[src/rtl/packet_loss_match_table_macros.svh]
// Assertion macros for the packet loss match table.
// Each macro samples on clk and is disabled while rst_n is low.
`ifndef PACKET_LOSS_MATCH_TABLE_MACROS_SVH
`define PACKET_LOSS_MATCH_TABLE_MACROS_SVH

`ifndef NO_ASSERTIONS

`define PLMT_ASSERT_SAME(label, ante, cons) \
  label: assert property (@(posedge clk) disable iff (!rst_n) (ante) |-> (cons)) \
    else $error("plmt assertion failed");

`define PLMT_ASSERT_NEXT(label, ante, cons) \
  label: assert property (@(posedge clk) disable iff (!rst_n) (ante) |=> (cons)) \
    else $error("plmt assertion failed");

`else

`define PLMT_ASSERT_SAME(label, ante, cons)

`define PLMT_ASSERT_NEXT(label, ante, cons)

`endif

`endif

[src/rtl/plmt_pkg.sv]
package plmt_pkg;

  localparam int ID_W      = 16;
  localparam int TIME_W    = 32;
  localparam int KIND_W    = 3;
  localparam int TIMEOUT_W = 16;

  localparam logic [TIMEOUT_W-1:0] TIMEOUT_RST = 16'd10;

  localparam logic OP_INSERT = 1'b0;
  localparam logic OP_MATCH  = 1'b1;

  typedef enum logic [KIND_W-1:0] {
    KIND_INSERTED  = 3'd0,
    KIND_FULL      = 3'd1,
    KIND_FOUND     = 3'd2,
    KIND_NOT_FOUND = 3'd3,
    KIND_LOST      = 3'd4
  } kind_t;

  typedef struct packed {
    logic [ID_W-1:0]   id;
    logic [TIME_W-1:0] stamp;
  } entry_t;

endpackage

[src/rtl/plmt_ifs.sv]
interface plmt_in_if import plmt_pkg::*; ();
  logic              valid;
  logic              ready;
  logic              opcode;
  logic [ID_W-1:0]   packet_id;
  logic [TIME_W-1:0] now_time;

  modport source (output valid, opcode, packet_id, now_time, input ready);
  modport sink   (input valid, opcode, packet_id, now_time, output ready);
endinterface

interface plmt_out_if import plmt_pkg::*; ();
  logic              valid;
  logic              ready;
  logic [KIND_W-1:0] event_kind;
  logic [ID_W-1:0]   event_id;
  logic              last_event;

  modport source (output valid, event_kind, event_id, last_event, input ready);
  modport sink   (input valid, event_kind, event_id, last_event, output ready);
endinterface

[src/rtl/plmt_ram.sv]
module plmt_ram #(
  parameter int WIDTH = 8,
  parameter int DEPTH = 32
) (
  input  logic                     clk,
  input  logic                     we,
  input  logic [$clog2(DEPTH)-1:0] waddr,
  input  logic [WIDTH-1:0]         wdata,
  input  logic                     re,
  input  logic [$clog2(DEPTH)-1:0] raddr,
  output logic [WIDTH-1:0]         rdata
);

  logic [WIDTH-1:0] mem [DEPTH];
  logic [WIDTH-1:0] rdata_r;

  always_ff @(posedge clk) begin
    if (we) begin
      mem[waddr] <= wdata;
    end
    if (re) begin
      rdata_r <= mem[raddr];
    end
  end

  assign rdata = rdata_r;

endmodule

[src/rtl/packet_loss_match_table.sv]
// Packet loss match table. An insert request (opcode 0) appends packet_id and
// now_time to an oldest-first table of DEPTH entries held in one RAM and
// answers with one result (inserted, or rejected when full). A match request
// (opcode 1) walks the live entries from the oldest, one RAM read per cycle
// while no lost report waits, through a single age subtract/compare unit: aged
// entries ahead of the first id match are dropped and reported lost, the match
// is dropped and reported found (else not-found), and survivors are re-packed
// in place behind the read pointer. Either request is held up while a report
// (lost or final) finds the result register full and the result side holds it
// off. in_req.ready is high only while no request is in progress. loss_timeout
// is written through cfg_we/cfg_wdata; the user must write it only while idle,
// as the block itself does not enforce this. An entry is lost when
// now_time - stamp (mod 2^32) exceeds it.
`include "packet_loss_match_table_macros.svh"

module packet_loss_match_table import plmt_pkg::*; #(
  parameter int DEPTH = 32
) (
  input  logic                 clk,
  input  logic                 rst_n,
  plmt_in_if.sink              in_req,
  plmt_out_if.source           out_res,
  input  logic                 cfg_we,
  input  logic [TIMEOUT_W-1:0] cfg_wdata
);

  localparam int AW = $clog2(DEPTH);
  localparam int CW = $clog2(DEPTH + 1);

  typedef enum logic [2:0] {
    S_IDLE = 3'b001,
    S_WALK = 3'b010,
    S_FIN  = 3'b100
  } state_t;

  state_t               state_r, state_nxt;
  logic [CW-1:0]        count_r, count_nxt;
  logic [AW-1:0]        idx_r, idx_nxt;
  logic [CW-1:0]        kept_r, kept_nxt;
  logic                 found_r, found_nxt;
  logic [TIMEOUT_W-1:0] timeout_r;

  kind_t                kind_r, kind_nxt;
  logic [ID_W-1:0]      pid_r, pid_nxt;
  logic [TIME_W-1:0]    now_r, now_nxt;

  logic                 out_valid_r, out_valid_nxt;
  logic [KIND_W-1:0]    out_kind_r, out_kind_nxt;
  logic [ID_W-1:0]      out_id_r, out_id_nxt;
  logic                 out_last_r, out_last_nxt;

  logic                 ram_we, ram_re;
  logic [AW-1:0]        ram_waddr, ram_raddr;
  entry_t               ram_wdata, rd_entry;

  logic                 in_acc, can_load, out_load;
  logic                 hit, aged, lost, keep, last_step;
  logic [TIME_W-1:0]    age;

  plmt_ram #(
    .WIDTH ($bits(entry_t)),
    .DEPTH (DEPTH)
  ) u_table (
    .clk   (clk),
    .we    (ram_we),
    .waddr (ram_waddr),
    .wdata (ram_wdata),
    .re    (ram_re),
    .raddr (ram_raddr),
    .rdata (rd_entry)
  );

  assign in_req.ready = (state_r == S_IDLE);
  assign in_acc       = in_req.valid && in_req.ready;
  assign can_load     = !out_valid_r || out_res.ready;

  // shared age unit: one subtract and compare per walked entry
  assign age       = now_r - rd_entry.stamp;
  assign aged      = age > {{(TIME_W-TIMEOUT_W){1'b0}}, timeout_r};
  assign hit       = !found_r && (rd_entry.id == pid_r);
  assign lost      = !found_r && !hit && aged;
  assign keep      = !hit && !lost;
  assign last_step = (CW'(idx_r) + CW'(1)) == count_r;

  always_comb begin
    state_nxt    = state_r;
    count_nxt    = count_r;
    idx_nxt      = idx_r;
    kept_nxt     = kept_r;
    found_nxt    = found_r;
    kind_nxt     = kind_r;
    pid_nxt      = pid_r;
    now_nxt      = now_r;
    ram_we       = 1'b0;
    ram_waddr    = kept_r[AW-1:0];
    ram_wdata    = rd_entry;
    ram_re       = 1'b0;
    ram_raddr    = '0;
    out_load     = 1'b0;
    out_kind_nxt = out_kind_r;
    out_id_nxt   = out_id_r;
    out_last_nxt = out_last_r;

    unique case (state_r)
      S_IDLE: begin
        if (in_acc) begin
          pid_nxt   = in_req.packet_id;
          now_nxt   = in_req.now_time;
          state_nxt = S_FIN;
          if (in_req.opcode == OP_INSERT) begin
            if (count_r == CW'(DEPTH)) begin
              kind_nxt = KIND_FULL;
            end else begin
              ram_we          = 1'b1;
              ram_waddr       = count_r[AW-1:0];
              ram_wdata.id    = in_req.packet_id;
              ram_wdata.stamp = in_req.now_time;
              count_nxt       = count_r + CW'(1);
              kind_nxt        = KIND_INSERTED;
            end
          end else begin
            idx_nxt   = '0;
            kept_nxt  = '0;
            found_nxt = 1'b0;
            if (count_r == '0) begin
              kind_nxt = KIND_NOT_FOUND;
            end else begin
              ram_re    = 1'b1;
              state_nxt = S_WALK;
            end
          end
        end
      end
      S_WALK: begin
        // a lost report waits for the result register to free up
        if (!lost || can_load) begin
          if (keep) begin
            ram_we   = 1'b1;
            kept_nxt = kept_r + CW'(1);
          end
          if (lost) begin
            out_load     = 1'b1;
            out_kind_nxt = KIND_LOST;
            out_id_nxt   = rd_entry.id;
            out_last_nxt = 1'b0;
          end
          found_nxt = found_r || hit;
          if (last_step) begin
            count_nxt = kept_r + CW'(keep);
            kind_nxt  = (found_r || hit) ? KIND_FOUND : KIND_NOT_FOUND;
            state_nxt = S_FIN;
          end else begin
            idx_nxt   = idx_r + AW'(1);
            ram_re    = 1'b1;
            ram_raddr = idx_r + AW'(1);
          end
        end
      end
      S_FIN: begin
        if (can_load) begin
          out_load     = 1'b1;
          out_kind_nxt = kind_r;
          out_id_nxt   = pid_r;
          out_last_nxt = 1'b1;
          state_nxt    = S_IDLE;
        end
      end
      default: begin
        state_nxt = S_IDLE;
      end
    endcase
  end

  always_comb begin
    if (out_load) begin
      out_valid_nxt = 1'b1;
    end else if (out_res.ready) begin
      out_valid_nxt = 1'b0;
    end else begin
      out_valid_nxt = out_valid_r;
    end
  end

  always_ff @(posedge clk) begin
    if (!rst_n) begin
      state_r     <= S_IDLE;
      count_r     <= '0;
      idx_r       <= '0;
      kept_r      <= '0;
      found_r     <= 1'b0;
      timeout_r   <= TIMEOUT_RST;
      out_valid_r <= 1'b0;
    end else begin
      state_r     <= state_nxt;
      count_r     <= count_nxt;
      idx_r       <= idx_nxt;
      kept_r      <= kept_nxt;
      found_r     <= found_nxt;
      out_valid_r <= out_valid_nxt;
      if (cfg_we) begin
        timeout_r <= cfg_wdata;
      end
    end
  end

  always_ff @(posedge clk) begin
    kind_r     <= kind_nxt;
    pid_r      <= pid_nxt;
    now_r      <= now_nxt;
    out_kind_r <= out_kind_nxt;
    out_id_r   <= out_id_nxt;
    out_last_r <= out_last_nxt;
  end

  assign out_res.valid      = out_valid_r;
  assign out_res.event_kind = out_kind_r;
  assign out_res.event_id   = out_id_r;
  assign out_res.last_event = out_last_r;

  `PLMT_ASSERT_SAME(a_count_bound, 1'b1, count_r <= CW'(DEPTH))
  `PLMT_ASSERT_SAME(a_pack_behind_read, state_r == S_WALK, kept_r <= CW'(idx_r))
  `PLMT_ASSERT_NEXT(a_busy_after_accept, in_acc, state_r != S_IDLE)

endmodule

[src/flat_wrapper.sv]
// flat-port wrapper written by rule: the top's interface ports become plain ports
module packet_loss_match_table_flat import plmt_pkg::*;
#(
  parameter int DEPTH = 32
)
  (clk, rst_n, cfg_we, cfg_wdata, in_req_valid, in_req_opcode, in_req_packet_id, in_req_now_time, in_req_ready, out_res_valid, out_res_event_kind, out_res_event_id, out_res_last_event, out_res_ready);
  plmt_in_if in_req_i ();
  plmt_out_if out_res_i ();
  input  logic clk;
  input  logic rst_n;
  input  logic cfg_we;
  input  logic [TIMEOUT_W-1:0] cfg_wdata;
  input wire logic [$bits(in_req_i.valid)-1:0] in_req_valid;
  input wire logic [$bits(in_req_i.opcode)-1:0] in_req_opcode;
  input wire logic [$bits(in_req_i.packet_id)-1:0] in_req_packet_id;
  input wire logic [$bits(in_req_i.now_time)-1:0] in_req_now_time;
  output wire logic [$bits(in_req_i.ready)-1:0] in_req_ready;
  output wire logic [$bits(out_res_i.valid)-1:0] out_res_valid;
  output wire logic [$bits(out_res_i.event_kind)-1:0] out_res_event_kind;
  output wire logic [$bits(out_res_i.event_id)-1:0] out_res_event_id;
  output wire logic [$bits(out_res_i.last_event)-1:0] out_res_last_event;
  input wire logic [$bits(out_res_i.ready)-1:0] out_res_ready;
  assign in_req_i.valid = in_req_valid;
  assign in_req_i.opcode = in_req_opcode;
  assign in_req_i.packet_id = in_req_packet_id;
  assign in_req_i.now_time = in_req_now_time;
  assign in_req_ready = in_req_i.ready;
  assign out_res_valid = out_res_i.valid;
  assign out_res_event_kind = out_res_i.event_kind;
  assign out_res_event_id = out_res_i.event_id;
  assign out_res_last_event = out_res_i.last_event;
  assign out_res_i.ready = out_res_ready;
  packet_loss_match_table #(.DEPTH(DEPTH)) u_core (.clk(clk), .rst_n(rst_n), .in_req(in_req_i), .out_res(out_res_i), .cfg_we(cfg_we), .cfg_wdata(cfg_wdata));
endmodule
[config.mk]
export PLATFORM = sky130hd
export DESIGN_NAME = packet_loss_match_table_flat
export DESIGN_NICKNAME = d
export VERILOG_FILES = /design/src/rtl/plmt_pkg.sv /design/src/rtl/plmt_ifs.sv /design/src/rtl/plmt_ram.sv /design/src/rtl/packet_loss_match_table.sv /design/src/flat_wrapper.sv
export VERILOG_INCLUDE_DIRS = /design/src /design/src/rtl
export SDC_FILE = /design/constraint.sdc
export NUM_CORES = 2
export LEC_CHECK = 0
export ABC_AREA = 0
export BUFFER_PORTS_ARGS = -buffer_cell sky130_fd_sc_hd__buf_4
export CAP_MARGIN = 20
export CORE_MARGIN = 1
export CORE_UTILIZATION = 41
export CTS_BUF_LIST = sky130_fd_sc_hd__clkbuf_16
export DETAILED_ROUTE_END_ITERATION = 10
export PLACE_DENSITY = 0.56
export SLEW_MARGIN = 20
export SYNTH_ARGS = -nofsm -noshare
export SYNTH_HDL_FRONTEND = slang
export SYNTH_HIERARCHICAL = 1
export SYNTH_SLANG_ARGS = --single-unit
[constraint.sdc]
create_clock -name clk -period 7.9 [get_ports clk]
set_input_delay 0.79 -clock clk [delete_from_list [all_inputs] [get_ports clk]]
set_output_delay 0.79 -clock clk [all_outputs]
set_load 0.005 [all_outputs]
==> metrics.txt <==
# TYPE chip_impl_metric gauge
chip_impl_info{name="outcome",value="finished, final reports clean"} 1
chip_impl_metric{name="drt-initial-drc-count",unit=""} 4148
chip_impl_info{name="post-synth-top-count-cell",value="sky130_fd_sc_hd__edfxtp_1"} 1
chip_impl_metric{name="postSynthAreaPerCell",unit="sq um"} 16.1
chip_impl_metric{name="post_cts_buffers",unit=""} 0
chip_impl_metric{name="worst-r2r-setup-slack",unit="ns"} 0.74
chip_impl_metric{name="finalWirelength",unit="mm"} 193
chip_impl_metric{name="ant_nets",unit=""} 0
chip_impl_metric{name="detailroute.via_count",unit=""} 39200
chip_impl_metric{name="fin_crit",unit="ns"} 7.16
chip_impl_metric{name="grt_overflow_total",unit=""} 0
chip_impl_metric{name="fillerInstances",unit=""} 14100
chip_impl_metric{name="min_delay_path_depth",unit=""} 1
chip_impl_metric{name="io_pins",unit=""} 92
chip_impl_metric{name="grt_use_total",unit=""} 0.225
chip_impl_metric{name="later_pin_clock_latency_in_the_skew_report",unit="ns"} 0.83
chip_impl_metric{name="die-area",unit="sq mm"} 0.169
chip_impl_info{name="path_delay_family",value="simple AND/OR/NAND/NOR gates"} 1
chip_impl_metric{name="clkTransAtPathRegs",unit="ns"} 0.06
chip_impl_info{name="timing_worst_setup_path_type",value="reg -> reg"} 1
chip_impl_info{name="synth_largest_area_cell",value="sky130_fd_sc_hd__edfxtp_1"} 1
chip_impl_metric{name="worst-slew-pin-transition",unit="ns"} 1.13
chip_impl_metric{name="numPlacedInstances",unit=""} 6506
chip_impl_metric{name="worstPathBufferInverterCount",unit=""} 3
chip_impl_metric{name="synth.distinct_cells",unit=""} 74
chip_impl_metric{name="detailedPlacementHpwl",unit="mm"} 108
chip_impl_metric{name="crit_required",unit="ns"} 8.44
chip_impl_info{name="ys_top_cells_by_count",value="sky130_fd_sc_hd__edfxtp_1 (1654), sky130_fd_sc_hd__mux2i_1 (789), sky130_fd_sc_hd__nand2_1 (352)"} 1
chip_impl_metric{name="asyncSetResetFlopFracSynth",unit=""} 0
chip_impl_info{name="critical_path.startpoint",value="u_core/now_r[9]"} 1
chip_impl_metric{name="total_number_of_placement_rows",unit=""} 149
chip_impl_metric{name="cts_hold_repair.buffers",unit=""} 0
chip_impl_info{name="cts.root.buffer_cell",value="sky130_fd_sc_hd__clkbuf_16"} 1
chip_impl_metric{name="design_power_total",unit="mW"} 18.6
chip_impl_metric{name="mappedNetlistArea",unit="sq mm"} 0.0688
chip_impl_metric{name="grt_start_max_net_pins",unit=""} 83
chip_impl_metric{name="initial_utilization",unit=""} 0.415
chip_impl_metric{name="post_synth_fa_ha_maj_area_fraction",unit=""} 0.00993
chip_impl_info{name="end_kind",value="register"} 1
chip_impl_info{name="yosys-top-cells-area",value="sky130_fd_sc_hd__edfxtp_1 (72%), sky130_fd_sc_hd__mux2i_1 (11%), sky130_fd_sc_hd__nand2_1 (1.9%), sky130_fd_sc_hd__a22oi_1 (1.6%), sky130_fd_sc_hd__a21oi_1 (1.5%)"} 1
chip_impl_metric{name="power.density",unit="mW/mm^2"} 236
chip_impl_info{name="crit_chain",value="ha_1 -> nand2_1 -> a211oi_1 -> o21ai_0 -> buf_4 -> a21oi_1 -> nor2_1 -> xnor2_1 -> ha_1 -> nand4_1 -> nor4_1 -> a22oi_1 -> a311oi_1 -> nand4_1 -> and4bb_4 -> o21ai_2 -> nor2_1 -> and2b_4 -> buf_12 -> buf_12 -> a22o_1 -> nor3_1 -> a31oi_1 -> nand3_1"} 1
chip_impl_metric{name="synth_cells",unit=""} 4284
chip_impl_metric{name="dr.pass1.iters",unit=""} 5
chip_impl_info{name="cts_tree",value="built"} 1
chip_impl_metric{name="worst-path-stages",unit=""} 24
chip_impl_metric{name="place.port_buffers",unit=""} 91
chip_impl_metric{name="layout.area.seq",unit="sq mm"} 0.0504
chip_impl_metric{name="grt_pass1_vias",unit=""} 38000
chip_impl_metric{name="crit_path_max_incr_delay",unit="ns"} 0.59
chip_impl_metric{name="setup_viol",unit=""} 0
chip_impl_metric{name="timing.final.max_slew_violations",unit=""} 0
chip_impl_info{name="reg2reg_from",value="u_core/now_r[9]"} 1
chip_impl_metric{name="via_per_inst",unit=""} 5.74
chip_impl_metric{name="antenna_found_initial",unit=""} 1
chip_impl_info{name="synth_top_family_by_area",value="multiplexers"} 1
chip_impl_info{name="top_ff_cell_synth",value="sky130_fd_sc_hd__edfxtp_1"} 1
chip_impl_metric{name="yosys.area.top_type_share",unit=""} 0.722
chip_impl_metric{name="area_delta_synth_final",unit="%"} 14.5
chip_impl_metric{name="post_synth_xor_area_fraction",unit=""} 0.00560
chip_impl_metric{name="die_height",unit="um"} 412
chip_impl_metric{name="post_cts_resize_count",unit=""} 0
chip_impl_metric{name="cts-root-to-sink-buffers",unit=""} 3
chip_impl_metric{name="route.detailed.drc",unit=""} 0
chip_impl_metric{name="tritoncts.num_buffers",unit=""} 175
chip_impl_metric{name="maxCapViolations",unit=""} 0
chip_impl_metric{name="synth-warning-count",unit=""} 6
chip_impl_metric{name="post_synthesis_register_bit_count",unit=""} 1692
chip_impl_metric{name="num-nets-final",unit=""} 4620
chip_impl_metric{name="period_share",unit=""} 0.907
chip_impl_metric{name="synth_sequential_area_ratio",unit=""} 0.733
chip_impl_info{name="hold_path.class",value="in -> reg"} 1
chip_impl_metric{name="post_synth_and_or_nand_nor_area_fraction",unit=""} 0.0494
chip_impl_info{name="worstSetupStartpointType",value="register"} 1
chip_impl_metric{name="setup_total_negative_slack",unit="ns"} 0
chip_impl_metric{name="maxClockFrequency",unit="MHz"} 140
chip_impl_info{name="worstHoldEndpoint",value="u_core/now_r[7]"} 1
chip_impl_metric{name="mux_contribution_to_synthesized_area",unit=""} 0.115
chip_impl_metric{name="worst-r2r-cell-count",unit=""} 24
chip_impl_metric{name="hold_violations",unit=""} 0
chip_impl_info{name="critical-path-slowest-cell",value="sky130_fd_sc_hd__and2b_4"} 1
chip_impl_metric{name="drive_gt1_frac",unit=""} 0.127
chip_impl_metric{name="synth-edff-count",unit=""} 1654
chip_impl_metric{name="relSlewSlack",unit=""} 0.236
chip_impl_info{name="hold_path_startpoint",value="in_req_now_time[7]"} 1
chip_impl_metric{name="die_w",unit="um"} 412
chip_impl_metric{name="clk_sinks",unit=""} 1692
chip_impl_metric{name="vdd_ir_drop_max",unit="uV"} 182
chip_impl_info{name="r2r_end",value="u_core/u_table/rdata[19]"} 1
chip_impl_metric{name="clock_tree.htree_level_count",unit=""} 4
chip_impl_metric{name="route.detailed.wl_per_inst",unit="um"} 28.2
chip_impl_metric{name="synth.net_count",unit=""} 4408
chip_impl_metric{name="synth_compound_gate_area_share",unit=""} 0.0632
chip_impl_metric{name="coreArea",unit="sq mm"} 0.166
chip_impl_metric{name="wire_length_of_the_first_global_routing_pass",unit="mm"} 274
chip_impl_metric{name="multi_input_comb_area",unit="sq mm"} 0.0172
chip_impl_metric{name="timing.critical_path.arrival",unit="ns"} 7.70
chip_impl_info{name="rsz0062_at_grt",value="no"} 1
chip_impl_metric{name="fin_worst_skew",unit="ns"} 0.0277
chip_impl_metric{name="critPathMaxFanout",unit=""} 35
chip_impl_metric{name="finalWeightedCongestion",unit=""} 0.864
chip_impl_metric{name="final_cell_count_no_fill",unit=""} 6831
chip_impl_metric{name="total_leakage_power",unit="nW"} 24.6
## kinds of logic after synthesis
group | after synthesis
buf+inv | 298
mux | 789
flops | 1692
xor+xnor | 44
compound gates | 647
fa+ha+maj | 54
simple gates | 760
## metal layers
metal  share of wire  wire length [um]  track usage
met5               0                 0            0
met3           0.065             12400       0.0323
met2            0.46             88600        0.351
met1            0.45             86800        0.327
met4           0.024              4670       0.0623
## cell type report
class,instances,area share
sequential,1692,0.640
multi-input combinational,2294,0.218
clock buffer,176,0.0559
tap,2189,0.0348
timing repair buffer,268,0.0342
clock inverter,145,0.0136
inverter,65,0.00311
antenna,2,0.0000635
## registers in the layout, indices dropped and copies added, names as in the netlist
register and flops:
u_core/u_table/mem 1536, u_core/out_res.last_event 1, u_core/u_table/rdata 48, u_core/idx_r 5
u_core/count_r 6, u_core/out_res.event_kind 3, u_core/state_r 3, u_core/pid_r 16
u_core/found_r 1, u_core/kept_r 6, u_core/kind_r 2, u_core/timeout_r 16
u_core/now_r 32, u_core/out_res.event_id 16, u_core/out_res.valid 1
## how the worst max path moves through the flow
| stage | end | slack (ns) |
|---|---|---|
| finish | u_core/u_table/rdata[19] | 0.74 |
| global route | u_core/u_table/rdata[19] | 0.28 |
| detailed placement | u_core/u_table/rdata[4] | 0.83 |
| floorplan | u_core/u_table/mem[28][0] | 0.65 |
| CTS | u_core/u_table/rdata[4] | 0.80 |
| global placement | u_core/u_table/rdata[19] | 1.02 |
## cells in the final DEF (no fill, tap or decap), types with 5 or more instances in the layout
master                         n
sky130_fd_sc_hd__or3_1         7
sky130_fd_sc_hd__a21o_1        9
sky130_fd_sc_hd__a31oi_1      51
sky130_fd_sc_hd__a21oi_1     202
sky130_fd_sc_hd__clkbuf_16   176
sky130_fd_sc_hd__a22o_1       99
sky130_fd_sc_hd__ha_1         53
sky130_fd_sc_hd__buf_4       211
sky130_fd_sc_hd__dfxtp_1      38
sky130_fd_sc_hd__clkinv_1     52
sky130_fd_sc_hd__o21ai_1      11
sky130_fd_sc_hd__nand2_1     348
sky130_fd_sc_hd__inv_6         5
sky130_fd_sc_hd__edfxtp_1   1654
sky130_fd_sc_hd__clkinv_2     28
sky130_fd_sc_hd__nand3b_1      7
sky130_fd_sc_hd__bufinv_16    10
sky130_fd_sc_hd__o21a_1       11
sky130_fd_sc_hd__o21ai_0      31
sky130_fd_sc_hd__nor2_1       66
sky130_fd_sc_hd__nor2_4       34
sky130_fd_sc_hd__nand2b_1     14
sky130_fd_sc_hd__a211oi_1      7
sky130_fd_sc_hd__a22oi_1     148
sky130_fd_sc_hd__nor3_1       56
sky130_fd_sc_hd__nand4_1      19
sky130_fd_sc_hd__o21ai_4      15
sky130_fd_sc_hd__xnor2_1      29
sky130_fd_sc_hd__o211ai_1      8
sky130_fd_sc_hd__nand3_1     166
sky130_fd_sc_hd__inv_1       100
sky130_fd_sc_hd__buf_12       54
sky130_fd_sc_hd__mux2i_1     789
sky130_fd_sc_hd__o21ai_2       9
sky130_fd_sc_hd__xor2_1       15
## power by group
part | leakage [nW] | switching (mW) | internal, mW
Combinational | 6.51 | 0.496 | 0.198
Sequential | 15.2 | 0.0234 | 9.98
Clock | 2.82 | 3.50 | 4.39
Total | 24.6 | 4.02 | 14.6
## stage by stage
stage	setup WS (ns)	hold slack (ns)	utilization	cell area (sq um)
floorplan	0.651	0.458	-	68800
global placement	1.02	0.472	0.441	73200
detailed placement	0.826	0.487	0.442	73200
CTS	0.799	0.101	0.475	78700
global route	0.279	0.124	0.476	78800
finish	0.738	0.161	0.476	78800
Note: power is estimated with default switching activity, not from simulation.
